$ cat config.mk
export PLATFORM = sky130hd
export DESIGN_NAME = wiper_stepper_sequencer_top
export DESIGN_NICKNAME = d
export VERILOG_FILES = /design/src/wss_pkg.sv /design/src/wss_sweep.sv /design/src/wiper_stepper_sequencer_top.sv
export SDC_FILE = /design/constraint.sdc
export NUM_CORES = 1
export LEC_CHECK = 0
export ABC_AREA = 0
export BUFFER_PORTS_ARGS = -buffer_cell sky130_fd_sc_hd__buf_2
export CORE_MARGIN = 3
export CORE_UTILIZATION = 55
export DETAILED_ROUTE_END_ITERATION = 7
export GPL_TIMING_DRIVEN = 1
export PLACE_DENSITY = 0.84
export SYNTH_ARGS = -nofsm -noshare
export SYNTH_HDL_FRONTEND = slang
export SYNTH_SLANG_ARGS = --single-unit
$ cat constraint.sdc
create_clock -name aclk -period 13.3 [get_ports aclk]
set_input_delay 2.66 -clock aclk [delete_from_list [all_inputs] [get_ports aclk]]
set_output_delay 2.66 -clock aclk [all_outputs]
set_load 0.01 [all_outputs]
$ cat src/wss_pkg.sv
// Shared types, codes and the coil table of the wiper stepper sequencer.
`timescale 1ns / 1ps

package wss_pkg;

    localparam int PERIOD_W  = 16;
    localparam int STROKE_W  = 11;
    localparam int CFG_W     = 16;
    localparam int CFG_IDX_W = 3;
    localparam int CHAR_W    = 8;

    typedef enum logic [1:0] {
        FUNC_TICK  = 2'd0,
        FUNC_START = 2'd1,
        FUNC_STOP  = 2'd2,
        FUNC_LEVEL = 2'd3
    } func_t;

    typedef enum logic [1:0] {
        RUN_STOP_PENDING = 2'd0,
        RUN_ACTIVE       = 2'd1,
        RUN_IDLE         = 2'd2
    } run_status_t;

    typedef enum logic [1:0] {
        REPLY_NONE    = 2'd0,
        REPLY_OK      = 2'd1,
        REPLY_INVALID = 2'd2
    } level_reply_t;

    localparam logic [CFG_IDX_W-1:0] CFG_FAST_PERIOD = 3'd0;
    localparam logic [CFG_IDX_W-1:0] CFG_SLOW_PERIOD = 3'd1;
    localparam logic [CFG_IDX_W-1:0] CFG_HALF_STROKE = 3'd2;
    localparam logic [CFG_IDX_W-1:0] CFG_STROKE_END  = 3'd3;
    localparam logic [CFG_IDX_W-1:0] CFG_PAUSE_END   = 3'd4;

    localparam logic [PERIOD_W-1:0] FAST_PERIOD_RST = 16'd3;
    localparam logic [PERIOD_W-1:0] SLOW_PERIOD_RST = 16'd6;
    localparam logic [STROKE_W-1:0] HALF_STROKE_RST = 11'd800;
    localparam logic [STROKE_W-1:0] STROKE_END_RST  = 11'd1600;
    localparam logic [STROKE_W-1:0] PAUSE_END_RST   = 11'd1934;

    localparam logic [CHAR_W-1:0] CHAR_LEVEL_ONE   = 8'd49;
    localparam logic [CHAR_W-1:0] CHAR_LEVEL_THREE = 8'd51;

    typedef struct packed {
        logic [STROKE_W-1:0] half_stroke;
        logic [STROKE_W-1:0] stroke_end;
        logic [STROKE_W-1:0] pause_end;
    } stroke_cfg_t;

    typedef struct packed {
        logic [1:0]  phase;
        run_status_t run_status;
        logic        done;
    } sweep_next_t;

    function automatic logic [3:0] coil_pattern(input logic [1:0] phase);
        logic [3:0] pat;
        case (phase)
            2'd0:    pat = 4'h3;
            2'd1:    pat = 4'h6;
            2'd2:    pat = 4'hC;
            default: pat = 4'h9;
        endcase
        return pat;
    endfunction

endpackage

$ cat src/wss_sweep.sv
// Next sweep position for one motor step: forward, return, end of stroke and pause.
`timescale 1ns / 1ps

module wss_sweep
    import wss_pkg::*;
#(
    parameter int COUNT_BITS = 11
) (
    input  logic [COUNT_BITS-1:0] step_count,
    input  logic [1:0]            phase,
    input  run_status_t           run_status,
    input  logic                  level_is_three,
    input  stroke_cfg_t           cfg,
    output logic [COUNT_BITS-1:0] step_next,
    output sweep_next_t           nxt
);

    localparam int CMP_W = (COUNT_BITS > STROKE_W) ? COUNT_BITS : STROKE_W;

    logic [COUNT_BITS-1:0] count_fwd;
    logic [COUNT_BITS-1:0] count_ret;
    logic [1:0]            phase_fwd;
    logic [1:0]            phase_ret;
    logic [CMP_W-1:0]      half_w;
    logic [CMP_W-1:0]      end_w;
    logic [CMP_W-1:0]      pause_w;

    assign half_w  = CMP_W'(cfg.half_stroke);
    assign end_w   = CMP_W'(cfg.stroke_end);
    assign pause_w = CMP_W'(cfg.pause_end);

    always_comb begin
        // Forward half of the sweep.
        if (CMP_W'(step_count) < half_w) begin
            phase_fwd = phase + 2'd1;
            count_fwd = step_count + 1'b1;
        end else begin
            phase_fwd = phase;
            count_fwd = step_count;
        end

        // The return step runs on the freshly advanced count, so the turn
        // step moves forward and back within the same tick.
        if (CMP_W'(count_fwd) >= half_w && CMP_W'(count_fwd) < end_w) begin
            phase_ret = phase_fwd - 2'd1;
            count_ret = count_fwd + 1'b1;
        end else begin
            phase_ret = phase_fwd;
            count_ret = count_fwd;
        end

        nxt.phase      = phase_ret;
        nxt.run_status = run_status;
        nxt.done       = 1'b0;
        step_next      = count_ret;

        if (CMP_W'(count_ret) >= end_w) begin
            nxt.phase = 2'd0;
            if (!level_is_three || CMP_W'(count_ret) == pause_w) begin
                step_next = '0;
            end else begin
                step_next = count_ret + 1'b1;
            end
            if (run_status == RUN_STOP_PENDING) begin
                step_next      = '0;
                nxt.run_status = RUN_IDLE;
                nxt.done       = 1'b1;
            end
        end
    end

endmodule

$ cat src/wiper_stepper_sequencer_top.sv
// Top level of the wiper stepper sequencer: input stage, state, result register.
`timescale 1ns / 1ps

// Wiper stepper sequencer. Every input beat (timer tick, start, stop or level
// character) produces exactly one result beat with the coil drive bits, the
// stopped flag and the level reply. One beat is accepted per clock unless the
// result side holds back; a beat is registered in the input register and its
// result is then registered in the output register, with the sweep state
// updated on its single path as the beat leaves the input register.
// The result register lets the next input be taken while a result waits.
// Configuration registers (0 fast period, 1 slow period, 2 half stroke,
// 3 stroke end, 4 pause end) take effect at once and should be written only
// while no beat is in flight; unknown indexes are ignored.
module wiper_stepper_sequencer_top
    import wss_pkg::*;
#(
    parameter int COUNT_BITS = 11
) (
    input  logic                 aclk,
    input  logic                 aresetn,

    input  logic                 cfg_wr_en,
    input  logic [CFG_IDX_W-1:0] cfg_addr,
    input  logic [CFG_W-1:0]     cfg_wdata,

    input  logic                 s_valid,
    output logic                 s_ready,
    input  logic [1:0]           s_func,
    input  logic [CHAR_W-1:0]    s_level_char,

    output logic                 m_valid,
    input  logic                 m_ready,
    output logic [3:0]           m_coils,
    output logic                 m_stopped,
    output logic [1:0]           m_level_reply
);

    // Configuration.
    logic [PERIOD_W-1:0] fast_period_reg;
    logic [PERIOD_W-1:0] slow_period_reg;
    stroke_cfg_t         stroke_cfg_reg;

    // Input stage.
    logic              in_valid_reg;
    func_t             in_func_reg;
    logic [CHAR_W-1:0] in_char_reg;

    // Sweep state.
    logic [PERIOD_W-1:0]   tick_count_reg,  tick_count_next;
    logic [1:0]            phase_reg,       phase_next;
    logic [COUNT_BITS-1:0] step_count_reg,  step_count_next;
    run_status_t           run_status_reg,  run_status_next;
    logic                  level_three_reg, level_three_next;
    logic                  use_fast_reg,    use_fast_next;
    logic [3:0]            coil_latch_reg,  coil_latch_next;

    // Result register.
    logic         out_valid_reg;
    logic [3:0]   out_coils_reg;
    logic         out_stopped_reg;
    level_reply_t out_reply_reg;

    logic                  advance;
    logic                  stopped_next;
    level_reply_t          reply_next;
    logic [PERIOD_W-1:0]   tick_inc;
    logic [PERIOD_W-1:0]   period;
    logic [COUNT_BITS-1:0] sweep_step;
    sweep_next_t           sweep;

    assign advance = in_valid_reg && (!out_valid_reg || m_ready);
    assign s_ready = !in_valid_reg || advance;

    always_ff @(posedge aclk) begin
        if (!aresetn) begin
            fast_period_reg <= FAST_PERIOD_RST;
            slow_period_reg <= SLOW_PERIOD_RST;
            stroke_cfg_reg  <= '{HALF_STROKE_RST, STROKE_END_RST, PAUSE_END_RST};
        end else if (cfg_wr_en) begin
            case (cfg_addr)
                CFG_FAST_PERIOD: fast_period_reg            <= cfg_wdata;
                CFG_SLOW_PERIOD: slow_period_reg            <= cfg_wdata;
                CFG_HALF_STROKE: stroke_cfg_reg.half_stroke <= cfg_wdata[STROKE_W-1:0];
                CFG_STROKE_END:  stroke_cfg_reg.stroke_end  <= cfg_wdata[STROKE_W-1:0];
                CFG_PAUSE_END:   stroke_cfg_reg.pause_end   <= cfg_wdata[STROKE_W-1:0];
                default: ;
            endcase
        end
    end

    always_ff @(posedge aclk) begin
        if (!aresetn) begin
            in_valid_reg <= 1'b0;
        end else if (s_ready) begin
            in_valid_reg <= s_valid;
        end
    end

    always_ff @(posedge aclk) begin
        if (s_valid && s_ready) begin
            in_func_reg <= func_t'(s_func);
            in_char_reg <= s_level_char;
        end
    end

    wss_sweep #(
        .COUNT_BITS (COUNT_BITS)
    ) u_sweep (
        .step_count     (step_count_reg),
        .phase          (phase_reg),
        .run_status     (run_status_reg),
        .level_is_three (level_three_reg),
        .cfg            (stroke_cfg_reg),
        .step_next      (sweep_step),
        .nxt            (sweep)
    );

    assign tick_inc = tick_count_reg + 1'b1;
    assign period   = use_fast_reg ? fast_period_reg : slow_period_reg;

    always_comb begin
        tick_count_next  = tick_count_reg;
        phase_next       = phase_reg;
        step_count_next  = step_count_reg;
        run_status_next  = run_status_reg;
        level_three_next = level_three_reg;
        use_fast_next    = use_fast_reg;
        coil_latch_next  = coil_latch_reg;
        stopped_next     = 1'b0;
        reply_next       = REPLY_NONE;

        case (in_func_reg)
            FUNC_TICK: begin
                tick_count_next = tick_inc;
                // While idle the prescaler free-runs and never clears.
                if (tick_inc >= period && run_status_reg != RUN_IDLE) begin
                    tick_count_next = '0;
                    coil_latch_next = coil_pattern(phase_reg);
                    phase_next      = sweep.phase;
                    step_count_next = sweep_step;
                    run_status_next = sweep.run_status;
                    stopped_next    = sweep.done;
                end
            end
            FUNC_START: run_status_next = RUN_ACTIVE;
            FUNC_STOP:  run_status_next = RUN_STOP_PENDING;
            FUNC_LEVEL: begin
                level_three_next = (in_char_reg == CHAR_LEVEL_THREE);
                if (in_char_reg inside {[CHAR_LEVEL_ONE:CHAR_LEVEL_THREE]}) begin
                    use_fast_next = (in_char_reg == CHAR_LEVEL_ONE);
                    reply_next    = REPLY_OK;
                end else begin
                    reply_next    = REPLY_INVALID;
                end
            end
            default: ;
        endcase
    end

    always_ff @(posedge aclk) begin
        if (!aresetn) begin
            tick_count_reg  <= '0;
            phase_reg       <= 2'd0;
            step_count_reg  <= '0;
            run_status_reg  <= RUN_IDLE;
            level_three_reg <= 1'b0;
            use_fast_reg    <= 1'b0;
            coil_latch_reg  <= 4'h0;
        end else if (advance) begin
            tick_count_reg  <= tick_count_next;
            phase_reg       <= phase_next;
            step_count_reg  <= step_count_next;
            run_status_reg  <= run_status_next;
            level_three_reg <= level_three_next;
            use_fast_reg    <= use_fast_next;
            coil_latch_reg  <= coil_latch_next;
        end
    end

    always_ff @(posedge aclk) begin
        if (!aresetn) begin
            out_valid_reg <= 1'b0;
        end else if (advance) begin
            out_valid_reg <= 1'b1;
        end else if (m_ready) begin
            out_valid_reg <= 1'b0;
        end
    end

    always_ff @(posedge aclk) begin
        if (advance) begin
            out_coils_reg   <= coil_latch_next;
            out_stopped_reg <= stopped_next;
            out_reply_reg   <= reply_next;
        end
    end

    assign m_valid       = out_valid_reg;
    assign m_coils       = out_coils_reg;
    assign m_stopped     = out_stopped_reg;
    assign m_level_reply = out_reply_reg;

`ifndef SYNTHESIS
    // An idle wiper always sits parked at the start of the sweep.
    a_idle_parked: assert property (@(posedge aclk) disable iff (!aresetn)
        run_status_reg == RUN_IDLE |-> step_count_reg == '0 && phase_reg == 2'd0)
        else $error("idle wiper is not parked");

    // A stopped flag that is still on offer belongs to the latest state update.
    a_stopped_idle: assert property (@(posedge aclk) disable iff (!aresetn)
        out_valid_reg && out_stopped_reg |-> run_status_reg == RUN_IDLE)
        else $error("stopped reported while the wiper is not idle");

    // Every beat that leaves the input stage lands in the result register.
    a_advance_result: assert property (@(posedge aclk) disable iff (!aresetn)
        advance |=> out_valid_reg)
        else $error("result lost after the input stage advanced");
`endif

endmodule

==> results of run 1 <==
-- through the flow --
stage                     area (um2)  util [%]  hold WS [ns]  total power, uW
final                           8480      63.5         0.453              902
after global routing            8480      63.5         0.471              928
after CTS                       8480      63.5         0.455              903
after detailed placement        7880      59.0         0.445              438
after global placement          7880      59.0         0.441              437
after floorplan                 7580         -         0.433              419
-- cell type report --
cell class                      instances  area share (%)
Clock inverter                         14            2.02
Multi-Input combinational cell        720            55.2
Inverter                               38            1.68
Clock buffer                           18            5.06
Timing Repair Buffer                   46            2.83
Sequential cell                       121            30.6
Tap cell                              176            2.60
-- power by group through the flow --
stage / Clock (uW) / Combinational [uW] / Sequential, uW
6_report: 471 / 47.4 / 384
2_1_floorplan: 0 / 28.4 / 391
5_1_grt: 490 / 52.7 / 385
4_1_cts: 472 / 47.0 / 384
3_5_place_dp: 0 / 46.5 / 392
3_3_place_gp: 0 / 45.3 / 391
-- routing by layer --
layer	up-vias	global-route usage (%)	wire length, um
met3	47	6.22	1780
met4	0	10.9	595
li1	3281	-	-
met5	-	0	0
met2	288	41.5	8980
met1	3210	37.5	8450
-- cell usage in the layout, fill, tap and decap left out, drive strengths merged, types with 7 or more instances in the layout --
master / Yosys / final
nand2: 196 / 196
dfxtp: 104 / 104
a21oi: 100 / 100
ha: 69 / 69
nand3: 50 / 50
buf: 5 / 46
inv: 38 / 41
nor2: 36 / 36
xnor2: 33 / 33
o21ai: 30 / 30
mux2i: 18 / 18
clkbuf: 36 / 18
edfxtp: 17 / 17
xor2: 14 / 14
a21o: 13 / 13
o21a: 13 / 13
nand4: 12 / 12
nor3: 12 / 12
nor2b: 10 / 10
o211ai: 10 / 10
nand2b: 9 / 9
a31oi: 8 / 8
mux2: 8 / 8
and3: 7 / 7
-- worst paths after layout --
check	from	endpoint	cells after the start
worst max-delay path	stroke_cfg_reg[30]	step_count_reg[9]	27
worst min-delay path	slow_period_reg[14]	slow_period_reg[14]	2
worst max register to register	stroke_cfg_reg[30]	step_count_reg[9]	27
worst min register to register	slow_period_reg[14]	slow_period_reg[14]	2
-- worst max-delay path, cell delays in order (launching register included) --
cell,delay [ns]
dfxtp_1,0.31
inv_1,0.06
ha_1,0.31
a211o_1,0.30
a221oi_2,0.76
o21ai_2,0.29
or4_1,0.61
xor2_1,0.46
inv_1,0.14
ha_1,0.32
a21o_1,0.18
a21oi_1,0.13
o31ai_1,0.08
a21oi_1,0.57
o21ai_2,0.32
mux2_2,0.39
ha_1,0.29
nor2b_1,0.13
o21a_1,0.16
o21a_1,0.17
o21a_1,0.16
o21a_1,0.16
o31ai_1,0.32
a21o_1,0.51
nor2_1,0.10
mux2_1,0.32
a221oi_2,0.25
nor2_1,0.08
-- logic make-up after synthesis --
logic type,count (synthesis)
mux,26
flops,121
xor+xnor,52
buf+inv,79
fa+ha+maj,69
simple gates,370
compound gates,203
==> flow_metrics.env, run 1 <==
export IMPL_run_status="finished clean"
export IMPL_clk_path_buf_depth=2
export IMPL_p_clk_share_pct=52.2
export IMPL_ant_nets=0
export IMPL_yosys_top_cells_area="dfxtp_1 (27%), ha_1 (11%), nand2_1 (9.7%), edfxtp_1 (6.7%), a21oi_1 (6.5%)"
export IMPL_required_ns=13.61
export IMPL_cts_root_buf="clkbuf_16"
export IMPL_relSlewSlack_pct=22.9
export IMPL_syn_num_nets=1023
export IMPL_clk_latency_ns=0.43
export IMPL_io_buffer_count=42
export IMPL_grt_total_usage_pct=27.3
export IMPL_cp_arrival_ns=8.32
export IMPL_endpoint_kind="register"
export IMPL_path_class="reg -> reg"
export IMPL_cts_setup_buffers=0
export IMPL_p_switching_uw=211
export IMPL_synth_xor_area_share_pct=7.32
export IMPL_worst_slack_ns=5.29
export IMPL_ys_warnings_count=0
export IMPL_ctsHoldBuffers=0
export IMPL_syn_to_final_growth_pct=11.9
export IMPL_syn_cell_area_um2=7580
export IMPL_seq_area_um2=2590
export IMPL_fillers=1160
export IMPL_pin_count=43
export IMPL_dp_hpwl_um=14200
export IMPL_start_util_pct=56.8
export IMPL_grt_max_degree=62
export IMPL_clk_pin_slew_ns=0.06
export IMPL_yosysMostFrequentCell="nand2_1"
export IMPL_synth_fa_ha_area_share_pct=11.4
export IMPL_preCtsSetupSlack_ns=5.64
export IMPL_die_w_um=123
export IMPL_cp_start_kind="register"
export IMPL_layout_nets=1047
export IMPL_cts_tree="built"
export IMPL_drv_slew=0
export IMPL_seqPwrFrac_pct=42.6
export IMPL_hold_viol_final=0
export IMPL_dieArea_um2=15200
export IMPL_setup_violations_final=0
export IMPL_cell_internal_pwr_uw=691
export IMPL_hold_path_class="reg -> reg"
export IMPL_maxCapViolCount=0
export IMPL_die_h_um=123
export IMPL_placedCellCount=1101
export IMPL_switching_share_pct=23.4
export IMPL_numCtsBuffers=17
export IMPL_ys_async_sr_fraction_pct=0
export IMPL_drt_wl_total_um=19800
export IMPL_antenna_found_initial=0
export IMPL_period_minus_slack_ns=8.01
export IMPL_htree_levels=4
export IMPL_vias_per_cell=6.02
export IMPL_max_freq_mhz=125
export IMPL_drt_initial_drc_count=506
export IMPL_synth_compound_area_share_pct=16.8
export IMPL_drc=0
export IMPL_num_rows=42
export IMPL_core_um2=13300
export IMPL_yosysTopAreaCell="dfxtp_1"
export IMPL_ys_seq_area_share_pct=34.2
export IMPL_dr_pass1_iters=6
export IMPL_setup_tns_ns=0
export IMPL_netlist_instances=920
export IMPL_ys_flop_type="dfxtp_1"
export IMPL_diodes=0
export IMPL_grt_overflow=0
export IMPL_combPwrFrac_pct=5.3
export IMPL_grt_pass1_vias=6344
export IMPL_ys_ff_latch=121
export IMPL_clock_sinks=121
export IMPL_wl_per_cell_um=17.5
export IMPL_layout_worst_path_cycle_share_pct=60.2
export IMPL_synth_top_area_share_pct=27.5
export IMPL_synth_top_cells_by_count="nand2_1 (196), dfxtp_1 (104), a21oi_1 (98), ha_1 (69), nand3_1 (50)"
export IMPL_yosys_area_share_simple_pct=22.7
export IMPL_post_cts_resized=0
export IMPL_synth_cell_types=69
export IMPL_synth_edf_count=17
export IMPL_synthMuxAreaShare_pct=3.57
export IMPL_path_max_fanout=15
export IMPL_synth_top_family_by_area="simple AND/OR/NAND/NOR gates"
export IMPL_fin_skew_ns=0.00821
export IMPL_largest_reg_flops=33
export IMPL_rsz0062_at_grt="no"
export IMPL_pwr_density_cell_nw_per_um2=106
export IMPL_stdcell_count=1133
export IMPL_vias=6826
export IMPL_multi_input_area_um2=4680
export IMPL_irDropWorstVdd_uv=110
export IMPL_tightestPinTransition_ns=1.15
export IMPL_drive_gt1_share_pct=11.1
export IMPL_power_leakage_uw=0.00346
export IMPL_avgSynthCellArea_um2=8.23
export IMPL_r2r_setup_slack_ns=5.29
export IMPL_grt_pass1_wl_um=32300
export IMPL_place_congestion=1.00
Power figures use the tool's default switching activity.
==> inputs of run 2 (changes only) <==
==> constraint.sdc (replaced) <==
create_clock -name aclk -period 8.37 [get_ports aclk]
set_input_delay 1.674 -clock aclk [delete_from_list [all_inputs] [get_ports aclk]]
set_output_delay 1.674 -clock aclk [all_outputs]
set_load 0.01 [all_outputs]
==> run 2 against run 1 <==
  * Via count down 0.53%
  * Maximum frequency up 7.3%
  * Combinational power up 58%
  * Highest routed layer unchanged
  * Critical path depth unchanged
  * Cell count about the same
  * Power up 63%
  * Largest power group unchanged
==> flow_metrics.env, run 2 (synthesized netlist as in run 1, its figures left out) <==
export IMPL_whs_ns=0.454
export IMPL_power_leakage_uw=0.00348
export IMPL_largest_reg_flops=33
export IMPL_num_rows=42
export IMPL_cp_start_kind="register"
export IMPL_required_ns=8.69
export IMPL_ctsHoldBuffers=0
export IMPL_pwr_density_cell_nw_per_um2=173
export IMPL_cts_tree="built"
export IMPL_endpoint_kind="register"
export IMPL_tightestPinTransition_ns=1.14
export IMPL_preCtsSetupSlack_ns=1.07
export IMPL_grtUsageMet3_pct=5.95
export IMPL_use_met2_pct=40.8
export IMPL_drt_initial_drc_count=678
export IMPL_clock_sinks=121
export IMPL_core_um2=13300
export IMPL_clk_pin_slew_ns=0.06
export IMPL_drv_slew=0
export IMPL_path_max_fanout=15
export IMPL_run_status="finished clean"
export IMPL_io_buffer_count=42
export IMPL_pin_count=43
export IMPL_die_h_um=123
export IMPL_hold_viol_final=0
export IMPL_grt_util_met1_pct=37.0
export IMPL_drc=0
export IMPL_grt_pass1_vias=6306
export IMPL_placed_area_um2=7880
export IMPL_die_w_um=123
export IMPL_cp_arrival_ns=7.79
export IMPL_grt_overflow=0
export IMPL_irDropWorstVdd_uv=203
export IMPL_cts_root_buf="clkbuf_16"
export IMPL_max_freq_mhz=134
export IMPL_period_minus_slack_ns=7.47
export IMPL_fin_area_um2=8510
export IMPL_wl_per_cell_um=17.4
export IMPL_drive_gt1_share_pct=11.2
export IMPL_antenna_found_initial=0
export IMPL_setup_violations_final=0
export IMPL_fin_skew_ns=0.0139
export IMPL_syn_to_final_growth_pct=12.3
export IMPL_path_class="reg -> reg"
export IMPL_vias_per_cell=5.99
export IMPL_cts_setup_buffers=0
export IMPL_htree_levels=4
export IMPL_final_common_cell="nand2_1"
export IMPL_power_uw=1470
export IMPL_dp_hpwl_um=13900
export IMPL_grt_total_usage_pct=27.0
export IMPL_rsz0062_at_grt="no"
export IMPL_dr_pass1_iters=8
export IMPL_clk_path_buf_depth=2
export IMPL_grt_max_degree=66
export IMPL_mostFrequentLayoutCells="nand2_1 (196), dfxtp_1 (104), a21oi_1 (98)"
export IMPL_hold_path_class="reg -> reg"
export IMPL_numCtsBuffers=17
export IMPL_place_congestion=1.06
export IMPL_maxCapViolCount=0
export IMPL_layout_worst_path_cycle_share_pct=89.2
export IMPL_worst_slack_ns=0.905
export IMPL_dieArea_um2=15200
export IMPL_layout_nets=1048
export IMPL_diodes=0
export IMPL_grt_busiest_layer="met2"
export IMPL_drt_wl_total_um=19800
export IMPL_fillers=1125
export IMPL_vias=6790
export IMPL_clk_latency_ns=0.43
export IMPL_start_util_pct=56.8
export IMPL_setup_tns_ns=0
export IMPL_ant_nets=0
export IMPL_relSlewSlack_pct=23.7
export IMPL_post_cts_resized=0
export IMPL_grt_pass1_wl_um=32000
[run 2: cell count changes in the layout (fill, tap and decap cells not counted), sizes merged]
cell	change
buf	+1
bufinv	+1
clkinvlp	-2
clkinv	+1
[run 2: area by class of cell]
class	instances	area (um2)	area share (%)
clock inverter	14	195	2.29
multi-input combinational	720	4680	55.0
inverter	38	143	1.68
clock buffer	18	429	5.04
timing repair buffer	47	248	2.91
sequential	121	2590	30.5
tap	176	220	2.59
[run 2: critical path, stage by stage, from the launching register on]
cell and delay, ns:
dfxtp_1 0.45, ha_1 0.30, a21o_1 0.21, a221oi_2 0.30
buf_4 0.23, o21ai_2 0.15, or4_1 0.56, xor2_1 0.46
inv_1 0.14, ha_1 0.32, a21o_1 0.18, a21oi_1 0.15
o31ai_1 0.09, a21oi_1 0.61, o21ai_2 0.30, mux2_2 0.38
ha_1 0.30, nor2b_1 0.13, o21a_1 0.16, o21a_1 0.16
o21a_1 0.16, o21a_1 0.16, o31ai_1 0.28, a21o_1 0.47
nor2_1 0.07, mux2_1 0.31, a221oi_2 0.24, nor2_1 0.07
[run 2: final timing paths]
check,start,to,slack [ns],depth (start not counted)
min reg2reg,fast_period_reg[8],fast_period_reg[8],0.45,2
max,step_count_reg[6],step_count_reg[9],0.90,27
min,fast_period_reg[8],fast_period_reg[8],0.45,2
max reg2reg,step_count_reg[6],step_count_reg[9],0.90,27
[run 2: where the power goes]
| group | internal, uW | switching, uW |
|---|---|---|
| sequential | 603 | 7.95 |
| combinational | 26.1 | 48.7 |
| clock | 500 | 284 |
[run 2: metal layers]
metal | share of wire [%] | wire length [um] | vias up
met3 | 9.0 | 1780 | 63
met2 | 45 | 8870 | 321
met1 | 43 | 8470 | 3107
met5 | 0 | 0 | -
met4 | 3.2 | 640 | 0
li1 | - | - | 3299
[run 2: metrics by stage]
step                      util, %  cells
after floorplan                 -    920
after global placement       59.1   1102
after detailed placement     59.1   1102
after CTS                    63.7   1134
after global routing         63.7   1134
final                        63.7   1134
